`src/design/tmwp_pkg.sv`:
```
package tmwp_pkg;

    // Sample width and window lengths.
    localparam int MS_W      = 24;
    localparam int SHORT_LEN = 5;
    localparam int LONG_LEN  = 12;
    localparam int TRIM      = 2;
    localparam int WIN_DEPTH = (SHORT_LEN > LONG_LEN) ? SHORT_LEN : LONG_LEN;
    localparam int FILL_W    = $clog2(WIN_DEPTH + 1);

    // The window taps are reduced in groups of GRP; the group results are registered.
    localparam int GRP       = 4;
    localparam int GRP_SUM_W = MS_W + $clog2(GRP);
    localparam int NGRP      = (WIN_DEPTH + GRP - 1) / GRP;
    localparam int TAP_N     = NGRP * GRP;
    localparam int FSUM_W    = MS_W + $clog2(TAP_N);

    // Trimmed sums and their divisors.
    localparam int SHORT_DIV  = SHORT_LEN - TRIM;
    localparam int LONG_DIV   = LONG_LEN - TRIM;
    localparam int SHORT_TS_W = MS_W + $clog2(SHORT_DIV);
    localparam int LONG_TS_W  = MS_W + $clog2(LONG_DIV);

    // Exact floor division by a constant: q = (x * MUL) >> K for every x below 2**TS_W.
    localparam int SHORT_K      = SHORT_TS_W + $clog2(SHORT_DIV);
    localparam int LONG_K       = LONG_TS_W + $clog2(LONG_DIV);
    localparam int SHORT_MUL_W  = SHORT_TS_W + 1;
    localparam int LONG_MUL_W   = LONG_TS_W + 1;
    localparam int SHORT_PROD_W = SHORT_TS_W + SHORT_MUL_W;
    localparam int LONG_PROD_W  = LONG_TS_W + LONG_MUL_W;
    localparam logic [SHORT_MUL_W-1:0] SHORT_MUL =
        SHORT_MUL_W'((64'd1 << SHORT_K) / 64'(SHORT_DIV) + 64'd1);
    localparam logic [LONG_MUL_W-1:0] LONG_MUL =
        LONG_MUL_W'((64'd1 << LONG_K) / 64'(LONG_DIV) + 64'd1);

    // Queue between the front and back parts.
    localparam int QDEPTH   = 4;
    localparam int QPTR_W   = $clog2(QDEPTH);
    localparam int CREDIT_W = $clog2(QDEPTH + 1);

    typedef logic [MS_W-1:0] ms_t;

    typedef struct packed {
        ms_t                  lo;
        ms_t                  hi;
        logic [GRP_SUM_W-1:0] sum;
    } grp_stat_t;

    typedef struct packed {
        logic [SHORT_TS_W-1:0] short_sum;
        logic [LONG_TS_W-1:0]  long_sum;
        logic                  short_ok;
        logic                  long_ok;
    } item_t;

endpackage

```
`src/design/tmwp_queue.sv`:
```
module tmwp_queue (
    input  logic              clk,
    input  logic              rst_n,
    input  logic              push,
    input  tmwp_pkg::item_t   push_item,
    input  logic              pop,
    output logic              has_item,
    output tmwp_pkg::item_t   head_item
);

    tmwp_pkg::item_t                 q_reg [tmwp_pkg::QDEPTH];
    logic [tmwp_pkg::QPTR_W-1:0]     wr_ptr_reg;
    logic [tmwp_pkg::QPTR_W-1:0]     rd_ptr_reg;
    logic [tmwp_pkg::CREDIT_W-1:0]   count_reg;
    logic [tmwp_pkg::CREDIT_W-1:0]   count_next;

    assign has_item  = count_reg != '0;
    assign head_item = q_reg[rd_ptr_reg];

    always_comb
    begin
        count_next = count_reg;
        if (push && !pop)
        begin
            count_next = count_reg + 1'b1;
        end
        else if (!push && pop)
        begin
            count_next = count_reg - 1'b1;
        end
    end

    always_ff @(posedge clk)
    begin
        if (push)
        begin
            q_reg[wr_ptr_reg] <= push_item;
        end
    end

    always_ff @(posedge clk or negedge rst_n)
    begin
        if (!rst_n)
        begin
            wr_ptr_reg <= '0;
            rd_ptr_reg <= '0;
            count_reg  <= '0;
        end
        else
        begin
            if (push)
            begin
                wr_ptr_reg <= (wr_ptr_reg == tmwp_pkg::QPTR_W'(tmwp_pkg::QDEPTH - 1)) ?
                              '0 : wr_ptr_reg + 1'b1;
            end
            if (pop)
            begin
                rd_ptr_reg <= (rd_ptr_reg == tmwp_pkg::QPTR_W'(tmwp_pkg::QDEPTH - 1)) ?
                              '0 : rd_ptr_reg + 1'b1;
            end
            count_reg <= count_next;
        end
    end

    // The front only pushes when a slot is reserved for the word.
    a_no_overflow: assert property (@(posedge clk) disable iff (!rst_n)
        push |-> (count_reg < tmwp_pkg::CREDIT_W'(tmwp_pkg::QDEPTH) || pop))
        else $error("queue pushed while full");

    // The back only pops a queue that holds a word.
    a_no_underflow: assert property (@(posedge clk) disable iff (!rst_n)
        pop |-> has_item)
        else $error("queue popped while empty");

endmodule

```
`config.mk`:
```
export PLATFORM = sky130hd
export DESIGN_NAME = tmwp_queue
export DESIGN_NICKNAME = d
export VERILOG_FILES = /design/src/design/tmwp_pkg.sv /design/src/design/tmwp_queue.sv
export SDC_FILE = /design/constraint.sdc
export NUM_CORES = 1
export LEC_CHECK = 0
export ABC_AREA = 0
export BUFFER_PORTS_ARGS = -buffer_cell sky130_fd_sc_hd__buf_2
export CAP_MARGIN = 20
export CORE_MARGIN = 3
export CORE_UTILIZATION = 57
export CTS_CLUSTER_DIAMETER = 80
export DETAILED_ROUTE_END_ITERATION = 10
export PLACE_DENSITY = 0.79
export REMOVE_ABC_BUFFERS = 1
export SYNTH_ARGS = -nofsm -noshare
export SYNTH_HDL_FRONTEND = slang
export SYNTH_SLANG_ARGS = --single-unit
export TNS_END_PERCENT = 20
```
`constraint.sdc`:
```
create_clock -name clk -period 3.2 [get_ports clk]
set_clock_uncertainty 0.05 [all_clocks]
set_input_delay 0 -clock clk [delete_from_list [all_inputs] [get_ports clk]]
set_output_delay 0 -clock clk [all_outputs]
set_load 0.1 [all_outputs]
```
==> metrics list <==
- Summing over every cut layer, the via total after detailed routing is 4018.
* Flops & latches, synth: 231
- Dividing the detail-routed via count by the number of cells gives 5.550.
* Number of synthesized flops with an enable pin: 224
- Top area cells in the synthesized netlist: sky130_fd_sc_hd__edfxtp_1, sky130_fd_sc_hd__mux4_2, sky130_fd_sc_hd__dfrtp_1, sky130_fd_sc_hd__ha_1, sky130_fd_sc_hd__buf_12
* Area of the die: 16440 um2
- Number of DRC violations after detailed-routing iteration 0: 251
- Once detailed placement completed, the half-perimeter wirelength came to 8.467 mm.
- Derived from the worst setup path, the maximum achievable clock frequency is 390.7 MHz.
- Largest fanout of any net on the critical path: 29
- Final period utilization: 0.7998
* Unrepaired setup endpoints after global routing: false
* Post-detailed-routing wire length: 14.87 mm
- sky130_fd_sc_hd__edfxtp_1 takes more of the synthesized area than any other cell.
- The netlist uses 20 different library cells.
- The first global-routing pass estimated 23.76 mm of wire.
- The final hold violation count was 0.
- The critical path is of the flip-flop to primary output type.
* Pin count of the biggest net entering global routing: 57
- Die outline height: 128.2 um
- Yosys warning total: 0
* Fraction of final layout cells with drive strength greater than 1: 0.4100
* Clock tree from TritonCTS: built
- The area growth from synthesis to layout is 25.32%.
- Hold Path Class: primary input to flip-flop
* Clock tree root driver cell: sky130_fd_sc_hd__clkbuf_16
- Final weighted congestion of routability-driven global placement: 0.7299
- For the finished layout, the period the worst path requires is 2.559 ns.
* Vias in the first global route: 4459
- Predominant post-synthesis flop cell: sky130_fd_sc_hd__edfxtp_1
- Post-CTS Hold Buffers: 60
- I/O Buffers: 116
- Antenna violations before repair: 1
- Cell area after synthesis: 8514 um2
* Average size of a mapped cell: 25.88 um2
* Post-route ant nets: 0
* Fraction of the yosys area taken by sequential cells: 0.8106
* Post-layout utilization of the core: 0.7314
* Std-Cell Rows: 44
* Total global routing track utilization: 0.1891
* Slew at the pin closest to its max-slew limit: 0.8272 ns
- Number of max-slew violations in the final report: 0
- STA classifies the critical path startpoint as a flip-flop.
- Setup violations remaining at the end of the flow were counted as 0.
- The run finished with clean final reports.
* Count of instances resized after the clock tree is built: 0
* CP Data Required Time: 3.15 ns
* Gate Count Post-Synth: 329
- Clock-pin slew was measured on the worst setup and hold paths at 0.06 ns.
* Critical path arrival: 2.51 ns
* Headroom to the max-slew limit: 0.4486
- Starting utilization of the core area: 0.5836
- Most frequent cell after synthesis: sky130_fd_sc_hd__edfxtp_1
- In this run the number of H-tree levels came out at 1.
- Count of buffers added by post-CTS timing repair for setup: 0
- Clock Tree Buf Depth: 3
* # Max-Cap Violations: 0
- Overflow left after global routing: 0
* Final routed wire length divided by cell count: 20.54 um
- After the last flow step, the layout net total stands at 593.
* Worst Setup End Kind: primary output
- Number of buffers inserted during clock tree synthesis: 24
* TritonCTS sink count: 231
- Of the post-synthesis cell area, the dominant cell type holds 0.7900.
- The register with the most flip-flops in the layout has 224 of them.
- Floorplan core area: 14590 um2
* Drt pass-1 iters: 4
- Horizontal die dimension: 128.2 um
* Number of remaining DRC errors: 0
* Fraction of synthesis flops using an asynchronous set or reset pin: 0.03030
- Clock latency on the worst-skew pair, taken at its later pin, is 0.50 ns.
- Leading cell types by count after synthesis: sky130_fd_sc_hd__edfxtp_1, sky130_fd_sc_hd__mux4_2, sky130_fd_sc_hd__dfrtp_1
- During I/O placement, the number of pins put on the boundary was 117.
-- layout make-up --
cell class | count | area, um2
diodes | 1 | 2.502
clock buffers | 27 | 633.1
clock inverters | 12 | 110.1
fillers | 828 | 3919
inverters | 4 | 15.01
multi-input cells | 81 | 1481
flip-flops and latches | 231 | 6907
well taps | 184 | 230.2
repair buffers | 184 | 1291
-- critical path, stage by stage, from the launching register on --
cell                      delay, ns
sky130_fd_sc_hd__dfrtp_4       0.81
sky130_fd_sc_hd__buf_4         0.33
sky130_fd_sc_hd__mux4_2        0.52
sky130_fd_sc_hd__buf_2         0.31
-- routing by layer --
metal	track usage	part of all wire	up-vias
met2	0.3135	0.52	133
met4	0.06929	0.030	0
met1	0.2523	0.40	2047
li1	-	-	1799
met3	0.03917	0.058	39
met5	0	0	-
-- cell usage in the layout (no fill, tap or decap), types with 5 or more instances in the layout --
master / instances
sky130_fd_sc_hd__clkinv_1: 5
sky130_fd_sc_hd__dfrtp_1: 5
sky130_fd_sc_hd__buf_2: 116
sky130_fd_sc_hd__dlygate4sd3_1: 60
sky130_fd_sc_hd__clkbuf_16: 25
sky130_fd_sc_hd__edfxtp_1: 224
sky130_fd_sc_hd__mux4_2: 56
sky130_fd_sc_hd__ha_1: 6
-- final timing paths --
| path | start | to | slack, ns | cells past startpoint |
|---|---|---|---|---|
| hold / removal | push_item[43] | q_reg[0][43]$_DFFE_PP_ | 0.19 | 2 |
| setup reg to reg | wr_ptr_reg[0]$_DFFE_PN0P_ | q_reg[2][1]$_DFFE_PP_ | 1.23 | 4 |
| hold reg to reg | count_reg[2]$_DFFE_PN0P_ | count_reg[2]$_DFFE_PN0P_ | 0.41 | 1 |
| max in group asynchronous | rst_n | rd_ptr_reg[0]$_DFFE_PN0P_ | 2.36 | 3 |
| setup / recovery | rd_ptr_reg[0]$_DFFE_PN0P_ | head_item[29] | 0.64 | 3 |
| min in group asynchronous | rst_n | count_reg[1]$_DFFE_PN0P_ | 0.46 | 3 |
-- metrics by stage --
step	cell area (um2)	TNS (ns)	cells	setup slack [ns]	hold WS [ns]
after detailed placement	9324	0	624	1.112	-0.2074
final	10670	0	724	0.6406	0.1950
after floorplan	8393	-4.946	316	-0.08787	-0.3456
after CTS	10670	0	723	0.5667	0.1734
after global placement	9324	0	624	1.122	-0.2104
after global routing	10670	0	724	0.4897	0.1983
-- logic make-up (layout without fill, tap and decap cells) --
logic type | Yosys count | after routing | synth area share
muxes | 59 | 59 | 0.1521
adders and majority gates | 7 | 7 | 0.01117
other | 0 | 1 | 0
and+or+nand+nor | 10 | 10 | 0.005878
buffers and inverters | 17 | 227 | 0.01602
xor gates and xnor gates | 3 | 3 | 0.003087
DFF | 231 | 231 | 0.8106
AOI/OAI and AO/OA | 2 | 2 | 0.001176
Power is left out: the tool's default activity adds up to more than one toggle a clock period on the data nets, which glitch-free logic cannot reach.
