### src/design/tmwp_pkg.sv
package tmwp_pkg;

    // Sample width and window lengths.
    localparam int MS_W      = 24;
    localparam int SHORT_LEN = 5;
    localparam int LONG_LEN  = 12;
    localparam int TRIM      = 2;
    localparam int WIN_DEPTH = (SHORT_LEN > LONG_LEN) ? SHORT_LEN : LONG_LEN;
    localparam int FILL_W    = $clog2(WIN_DEPTH + 1);

    // The window taps are reduced in groups of GRP; the group results are registered.
    localparam int GRP       = 4;
    localparam int GRP_SUM_W = MS_W + $clog2(GRP);
    localparam int NGRP      = (WIN_DEPTH + GRP - 1) / GRP;
    localparam int TAP_N     = NGRP * GRP;
    localparam int FSUM_W    = MS_W + $clog2(TAP_N);

    // Trimmed sums and their divisors.
    localparam int SHORT_DIV  = SHORT_LEN - TRIM;
    localparam int LONG_DIV   = LONG_LEN - TRIM;
    localparam int SHORT_TS_W = MS_W + $clog2(SHORT_DIV);
    localparam int LONG_TS_W  = MS_W + $clog2(LONG_DIV);

    // Exact floor division by a constant: q = (x * MUL) >> K for every x below 2**TS_W.
    localparam int SHORT_K      = SHORT_TS_W + $clog2(SHORT_DIV);
    localparam int LONG_K       = LONG_TS_W + $clog2(LONG_DIV);
    localparam int SHORT_MUL_W  = SHORT_TS_W + 1;
    localparam int LONG_MUL_W   = LONG_TS_W + 1;
    localparam int SHORT_PROD_W = SHORT_TS_W + SHORT_MUL_W;
    localparam int LONG_PROD_W  = LONG_TS_W + LONG_MUL_W;
    localparam logic [SHORT_MUL_W-1:0] SHORT_MUL =
        SHORT_MUL_W'((64'd1 << SHORT_K) / 64'(SHORT_DIV) + 64'd1);
    localparam logic [LONG_MUL_W-1:0] LONG_MUL =
        LONG_MUL_W'((64'd1 << LONG_K) / 64'(LONG_DIV) + 64'd1);

    // Queue between the front and back parts.
    localparam int QDEPTH   = 4;
    localparam int QPTR_W   = $clog2(QDEPTH);
    localparam int CREDIT_W = $clog2(QDEPTH + 1);

    typedef logic [MS_W-1:0] ms_t;

    typedef struct packed {
        ms_t                  lo;
        ms_t                  hi;
        logic [GRP_SUM_W-1:0] sum;
    } grp_stat_t;

    typedef struct packed {
        logic [SHORT_TS_W-1:0] short_sum;
        logic [LONG_TS_W-1:0]  long_sum;
        logic                  short_ok;
        logic                  long_ok;
    } item_t;

endpackage

### src/design/tmwp_front.sv
module tmwp_front (
    input  logic              clk,
    input  logic              rst_n,
    input  logic              sample_valid,
    output logic              sample_ready,
    input  tmwp_pkg::ms_t     sample_ms,
    input  logic              pop,
    output logic              push,
    output tmwp_pkg::item_t   push_item
);

    tmwp_pkg::ms_t                       win_reg [tmwp_pkg::WIN_DEPTH];
    tmwp_pkg::ms_t                       taps [tmwp_pkg::TAP_N];
    logic [tmwp_pkg::FILL_W-1:0]         fill_reg;
    logic [tmwp_pkg::FILL_W-1:0]         fill_next;
    logic [tmwp_pkg::CREDIT_W-1:0]       credit_reg;
    logic [tmwp_pkg::CREDIT_W-1:0]       credit_next;
    logic                                s1_valid_reg;
    logic                                s1_sok_reg;
    logic                                s1_lok_reg;
    logic                                s2_valid_reg;
    logic                                s2_sok_reg;
    logic                                s2_lok_reg;
    tmwp_pkg::grp_stat_t                 s_grp_next [tmwp_pkg::NGRP];
    tmwp_pkg::grp_stat_t                 l_grp_next [tmwp_pkg::NGRP];
    tmwp_pkg::grp_stat_t                 s_grp_reg [tmwp_pkg::NGRP];
    tmwp_pkg::grp_stat_t                 l_grp_reg [tmwp_pkg::NGRP];
    tmwp_pkg::ms_t                       s_lo;
    tmwp_pkg::ms_t                       s_hi;
    tmwp_pkg::ms_t                       l_lo;
    tmwp_pkg::ms_t                       l_hi;
    logic [tmwp_pkg::FSUM_W-1:0]         s_sum;
    logic [tmwp_pkg::FSUM_W-1:0]         l_sum;
    logic [tmwp_pkg::FSUM_W-1:0]         s_trim;
    logic [tmwp_pkg::FSUM_W-1:0]         l_trim;
    logic                                accept;

    // Credits cover every word from acceptance until it leaves the queue.
    assign sample_ready = credit_reg < tmwp_pkg::CREDIT_W'(tmwp_pkg::QDEPTH);
    assign accept       = sample_valid && sample_ready;

    always_comb
    begin
        credit_next = credit_reg;
        if (accept && !pop)
        begin
            credit_next = credit_reg + 1'b1;
        end
        else if (!accept && pop)
        begin
            credit_next = credit_reg - 1'b1;
        end
    end

    assign fill_next = (fill_reg < tmwp_pkg::FILL_W'(tmwp_pkg::WIN_DEPTH)) ?
                       fill_reg + 1'b1 : fill_reg;

    // Newest sample sits at tap 0.
    always_ff @(posedge clk)
    begin
        if (accept)
        begin
            win_reg[0] <= sample_ms;
            for (int i = 1; i < tmwp_pkg::WIN_DEPTH; i++)
            begin
                win_reg[i] <= win_reg[i-1];
            end
        end
    end

    for (genvar t = 0; t < tmwp_pkg::TAP_N; t++)
    begin : g_tap
        if (t < tmwp_pkg::WIN_DEPTH)
        begin : g_live
            assign taps[t] = win_reg[t];
        end
        else
        begin : g_pad
            assign taps[t] = '0;
        end
    end

    // Per-group minimum, maximum and sum, with taps past each window neutral.
    always_comb
    begin
        for (int g = 0; g < tmwp_pkg::NGRP; g++)
        begin
            s_grp_next[g].lo  = '1;
            s_grp_next[g].hi  = '0;
            s_grp_next[g].sum = '0;
            l_grp_next[g].lo  = '1;
            l_grp_next[g].hi  = '0;
            l_grp_next[g].sum = '0;
            for (int j = 0; j < tmwp_pkg::GRP; j++)
            begin
                if (g * tmwp_pkg::GRP + j < tmwp_pkg::SHORT_LEN)
                begin
                    if (taps[g*tmwp_pkg::GRP+j] < s_grp_next[g].lo)
                    begin
                        s_grp_next[g].lo = taps[g*tmwp_pkg::GRP+j];
                    end
                    if (taps[g*tmwp_pkg::GRP+j] > s_grp_next[g].hi)
                    begin
                        s_grp_next[g].hi = taps[g*tmwp_pkg::GRP+j];
                    end
                    s_grp_next[g].sum = s_grp_next[g].sum +
                        tmwp_pkg::GRP_SUM_W'(taps[g*tmwp_pkg::GRP+j]);
                end
                if (g * tmwp_pkg::GRP + j < tmwp_pkg::LONG_LEN)
                begin
                    if (taps[g*tmwp_pkg::GRP+j] < l_grp_next[g].lo)
                    begin
                        l_grp_next[g].lo = taps[g*tmwp_pkg::GRP+j];
                    end
                    if (taps[g*tmwp_pkg::GRP+j] > l_grp_next[g].hi)
                    begin
                        l_grp_next[g].hi = taps[g*tmwp_pkg::GRP+j];
                    end
                    l_grp_next[g].sum = l_grp_next[g].sum +
                        tmwp_pkg::GRP_SUM_W'(taps[g*tmwp_pkg::GRP+j]);
                end
            end
        end
    end

    always_ff @(posedge clk)
    begin
        if (s1_valid_reg)
        begin
            s_grp_reg  <= s_grp_next;
            l_grp_reg  <= l_grp_next;
            s2_sok_reg <= s1_sok_reg;
            s2_lok_reg <= s1_lok_reg;
        end
        if (accept)
        begin
            s1_sok_reg <= fill_next >= tmwp_pkg::FILL_W'(tmwp_pkg::SHORT_LEN);
            s1_lok_reg <= fill_next >= tmwp_pkg::FILL_W'(tmwp_pkg::LONG_LEN);
        end
    end

    // Combine the groups and drop one minimum and one maximum.
    always_comb
    begin
        s_lo  = '1;
        s_hi  = '0;
        s_sum = '0;
        l_lo  = '1;
        l_hi  = '0;
        l_sum = '0;
        for (int g = 0; g < tmwp_pkg::NGRP; g++)
        begin
            if (s_grp_reg[g].lo < s_lo)
            begin
                s_lo = s_grp_reg[g].lo;
            end
            if (s_grp_reg[g].hi > s_hi)
            begin
                s_hi = s_grp_reg[g].hi;
            end
            if (l_grp_reg[g].lo < l_lo)
            begin
                l_lo = l_grp_reg[g].lo;
            end
            if (l_grp_reg[g].hi > l_hi)
            begin
                l_hi = l_grp_reg[g].hi;
            end
            s_sum = s_sum + tmwp_pkg::FSUM_W'(s_grp_reg[g].sum);
            l_sum = l_sum + tmwp_pkg::FSUM_W'(l_grp_reg[g].sum);
        end
        s_trim = s_sum - tmwp_pkg::FSUM_W'(s_lo) - tmwp_pkg::FSUM_W'(s_hi);
        l_trim = l_sum - tmwp_pkg::FSUM_W'(l_lo) - tmwp_pkg::FSUM_W'(l_hi);
    end

    assign push                = s2_valid_reg;
    assign push_item.short_sum = s_trim[tmwp_pkg::SHORT_TS_W-1:0];
    assign push_item.long_sum  = l_trim[tmwp_pkg::LONG_TS_W-1:0];
    assign push_item.short_ok  = s2_sok_reg;
    assign push_item.long_ok   = s2_lok_reg;

    always_ff @(posedge clk or negedge rst_n)
    begin
        if (!rst_n)
        begin
            fill_reg     <= '0;
            credit_reg   <= '0;
            s1_valid_reg <= 1'b0;
            s2_valid_reg <= 1'b0;
        end
        else
        begin
            if (accept)
            begin
                fill_reg <= fill_next;
            end
            credit_reg   <= credit_next;
            s1_valid_reg <= accept;
            s2_valid_reg <= s1_valid_reg;
        end
    end

    // Credits can never run past the queue depth.
    a_credit_bound: assert property (@(posedge clk) disable iff (!rst_n)
        credit_reg <= tmwp_pkg::CREDIT_W'(tmwp_pkg::QDEPTH))
        else $error("front credit count above queue depth");

    // A word in the reduction stages always holds a credit.
    a_credit_held: assert property (@(posedge clk) disable iff (!rst_n)
        (s1_valid_reg || s2_valid_reg) |-> credit_reg != '0)
        else $error("word in flight without a credit");

endmodule

### config.mk
export PLATFORM = sky130hd
export DESIGN_NAME = tmwp_front
export DESIGN_NICKNAME = d
export VERILOG_FILES = /design/src/design/tmwp_pkg.sv /design/src/design/tmwp_front.sv
export SDC_FILE = /design/constraint.sdc
export NUM_CORES = 2
export LEC_CHECK = 0
export BUFFER_PORTS_ARGS = -buffer_cell sky130_fd_sc_hd__buf_2
export CORE_MARGIN = 4
export CORE_UTILIZATION = 55
export CTS_CLUSTER_DIAMETER = 100
export DETAILED_ROUTE_END_ITERATION = 8
export PLACE_DENSITY = 0.74
export SETUP_SLACK_MARGIN = 0.02
export SYNTH_ARGS = -nofsm -noshare
export SYNTH_HDL_FRONTEND = slang
export SYNTH_SLANG_ARGS = --single-unit
### constraint.sdc
create_clock -name clk -period 15.1 [get_ports clk]
set_clock_uncertainty 0.15 [all_clocks]
set_input_delay 4.53 -clock clk [delete_from_list [all_inputs] [get_ports clk]]
set_output_delay 4.53 -clock clk [all_outputs]
set_load 0.01 [all_outputs]
==> impl_metrics.py <==
metrics = {
    "route": {
        "drt_iter0_markers": 3709,
        "dr_total_vias": 36600,
        "wl_per_cell_um": 26.3,
        "dr.pass1.iters": 6,
        "vias_per_cell": 6.19,
        "routed_wl_um": 156000,
        "antenna_left": 0,
        "drc": 0,
    },
    "place": {
        "io_buffers": 85,
        "dp.cells": 5774,
        "gp_congestion": 1.01,
        "dpl.hpwl_um": 125000,
    },
    "clock_tree": {
        "clockRootBuffer": "clkbuf_16",
        "cts.path.max_buffers": 3,
        "clkLatencyLatePin_ns": 0.67,
        "cts.clk_slew.worst_paths_ns": 0.06,
        "clock-sinks": 595,
        "cts_tree": "done",
        "numCtsBuffers": 71,
        "htreeDepth": 3,
        "cts-hold-fix-buffers": 0,
    },
    "floorplanning": {
        "die-width_um": 311,
        "fp.coreArea_sq_mm": 0.0906,
        "rows": 110,
        "dieArea_sq_mm": 0.0966,
        "start_util_pct": 55.7,
        "num_io_pins": 86,
        "chipHeight_um": 311,
    },
    "global_route": {
        "grt.overflow.total": 0,
        "grt_pass1_wl_um": 232000,
        "grt_pass1_vias": 36500,
        "antenna_found_initial": 7,
        "grt_use_total_pct": 31.9,
        "grt_start_max_net_pins": 156,
    },
    "worst_setup_path": {
        "cp-start-kind": "flip-flop",
        "critPathArrivalTime_ns": 9.90,
        "path_class": "flip-flop to output port",
        "crit_buf_inv": 5,
        "required_ns": 10.42,
        "slowest_stage": "fa_1",
        "cp-end-kind": "output port",
        "slowest_delay_ns": 0.51,
        "cp_max_fo": 20,
        "cpLargestDelayFamily": "compound AO/OA/AOI/OAI gates",
    },
    "cells_and_area": {
        "instances_no_fill": 5918,
        "largest_register_ffs": 288,
        "drive_gt1_share_pct": 9.31,
        "num-nets-final": 5673,
        "area_growth_pct": 8.59,
    },
    "sta": {
        "final.min_clock_period_ns": 14.58,
        "holdWs_ns": 0.265,
        "fmax_mhz": 68.6,
        "finalSetupViolCount": 0,
        "worst_slew_pin_slew_ns": 1.22,
        "min_period_over_period_pct": 96.6,
        "slew_violations": 0,
        "setup_tns_ns": 0,
        "rsz0062_at_grt": "false",
        "slew_headroom_pct": 18.6,
        "hold_viol_final": 0,
    },
    "synthesis": {
        "ys_warn_count": 0,
        "syn-num-nets": 5599,
        "synthCells": 4607,
        "synth-edff-count": 586,
        "synth_async_sr_flop_share_pct": 1.51,
        "ys_seq_elements": 595,
        "ys_types": 80,
        "syn_area_sq_mm": 0.0504,
        "synth-seq-area-share_pct": 35.3,
        "avgSynthCellArea_sq_um": 10.9,
        "synthFlopType": "edfxtp_1",
    },
    "worst_hold_path": {
        "min_path_type": "flip-flop to flip-flop",
    },
    "flow_run": {
        "cap_violations": 0,
    },
    "status": {
        "outcome": "complete, no violations",
    },
}
==> worst reg2reg max path, delay by kind of cell (launching register included) <==
kind	cells	cell delay [ns]
AO/OA/AOI/OAI	19	4.63
adder cells (fa/ha/maj)	3	0.91
buffers and inverters	5	1.40
flip-flops	1	0.32
multiplexers	2	1.03
AND/OR/NAND/NOR	4	1.70
==> cells in the mapped netlist, drive strengths merged (7+ instances only) <==
| cell type | instances | area (sq um) |
|---|---|---|
| nand3 | 122 | 611 |
| nand2b | 40 | 250 |
| o21bai | 8 | 60.1 |
| and4 | 34 | 298 |
| a21oi | 246 | 1240 |
| buf | 31 | 183 |
| nand4 | 97 | 607 |
| mux2i | 274 | 2740 |
| a31oi | 13 | 81.3 |
| a211oi | 16 | 120 |
| mux2 | 158 | 1780 |
| xor2 | 24 | 210 |
| or3 | 12 | 75.1 |
| a41oi | 7 | 61.3 |
| xnor2 | 85 | 744 |
| and2 | 10 | 62.6 |
| fa | 268 | 5370 |
| clkbuf | 119 | 447 |
| nor2b | 68 | 425 |
| dfrtp | 9 | 225 |
| a21o | 168 | 1260 |
| o311ai | 7 | 61.3 |
| nor3 | 71 | 355 |
| o211ai | 38 | 285 |
| o21a | 67 | 503 |
| nand2 | 187 | 702 |
| o21ai | 209 | 1050 |
| ha | 696 | 8710 |
| a221oi | 29 | 254 |
| nand3b | 7 | 52.6 |
| or2 | 9 | 56.3 |
| o31ai | 9 | 67.6 |
| a21boi | 11 | 82.6 |
| nor2 | 180 | 683 |
| a211o | 11 | 96.3 |
| inv | 581 | 2180 |
| and3 | 10 | 62.6 |
| a2111oi | 13 | 116 |
| nor4 | 14 | 87.6 |
| edfxtp | 586 | 17600 |
==> layout make-up <==
class,count,area (sq um)
antenna,6,15.0
clock buffer,85,1830
clock inverter,43,489
fill,7399,35800
inverter,581,2180
multi-input combinational,3281,30000
sequential,595,17800
tap,1176,1470
timing repair buffer,151,950
==> repair_timing <==
action	4_1_cts	5_1_grt
pin swaps	1	1
buffers inserted	5	5
setup endpoints to repair	1	5
resized for setup	0	17
hold endpoints to repair	0	0
==> final timing paths <==
| check | start | end | slack (ns) | depth (start not counted) |
|---|---|---|---|---|
| worst min register to register | s1_lok_reg$_DFFE_PP_ | s2_lok_reg$_DFFE_PP_ | 0.26 | 0 |
| worst min-delay path | s1_lok_reg$_DFFE_PP_ | s2_lok_reg$_DFFE_PP_ | 0.26 | 0 |
| min in group asynchronous | rst_n | s1_valid_reg$_DFF_PN0_ | 3.58 | 1 |
| worst max register to register | win_reg[1][19]$_DFFE_PP_ | l_grp_reg[129]$_DFFE_PP_ | 4.67 | 33 |
| worst max-delay path | l_grp_reg[175]$_DFFE_PP_ | push_item[28] | 0.52 | 38 |
| max in group asynchronous | rst_n | s1_valid_reg$_DFF_PN0_ | 11.03 | 1 |
==> stage by stage <==
| step | area [sq um] | setup WS, ns | util [%] |
|---|---|---|---|
| after detailed placement | 52300 | 0.704 | 57.7 |
| final | 54800 | 0.516 | 60.5 |
| after CTS | 54600 | 0.0843 | 60.3 |
| after global placement | 52300 | 0.762 | 57.7 |
| after global routing | 54800 | 0.0315 | 60.5 |
| after floorplan | 50400 | 1.07 | - |
==> cells in the final DEF, fill, tap and decap left out, types with 10 or more instances in the layout <==
cell type	count
or3_1	12
nor2_1	179
a21oi_1	243
clkbuf_16	71
clkbuf_1	14
nor4_1	14
o21ai_0	194
mux2_2	131
a31oi_1	11
a221oi_1	29
ha_1	696
nand2_1	187
edfxtp_1	586
nor2b_1	66
xnor2_1	85
mux2i_1	263
fa_1	268
a21o_1	168
nor3_1	71
and4_1	34
and3_1	10
nand3_1	122
o21a_1	67
nand4_1	97
xor2_1	24
o21ai_1	12
inv_1	581
buf_2	85
nand2b_1	40
a211oi_1	16
a211o_1	11
and2_1	10
o211ai_1	38
mux2_1	27
buf_4	63
a2111oi_0	11
==> layer usage <==
metal	up-vias	track usage (%)	routed length (um)
met5	-	0	13
met4	2	16.9	10000
met3	389	5.42	11200
met2	1423	52.9	73200
met1	17900	40.3	61100
li1	16900	-	-
==> cell families (layout without fill, tap and decap cells) <==
group | count (synthesis) | count (layout) | synth area share [%]
xor+xnor | 109 | 109 | 1.89
buf+inv | 731 | 860 | 5.57
compound gates | 905 | 905 | 11.6
simple gates | 871 | 871 | 8.75
mux | 432 | 432 | 8.97
fa+ha+maj | 964 | 964 | 27.9
other cells | 0 | 6 | 0
flops | 595 | 595 | 35.3
Power is left out: the tool's default activity adds up to more than one toggle a clock period on the data nets, which glitch-free logic cannot reach.
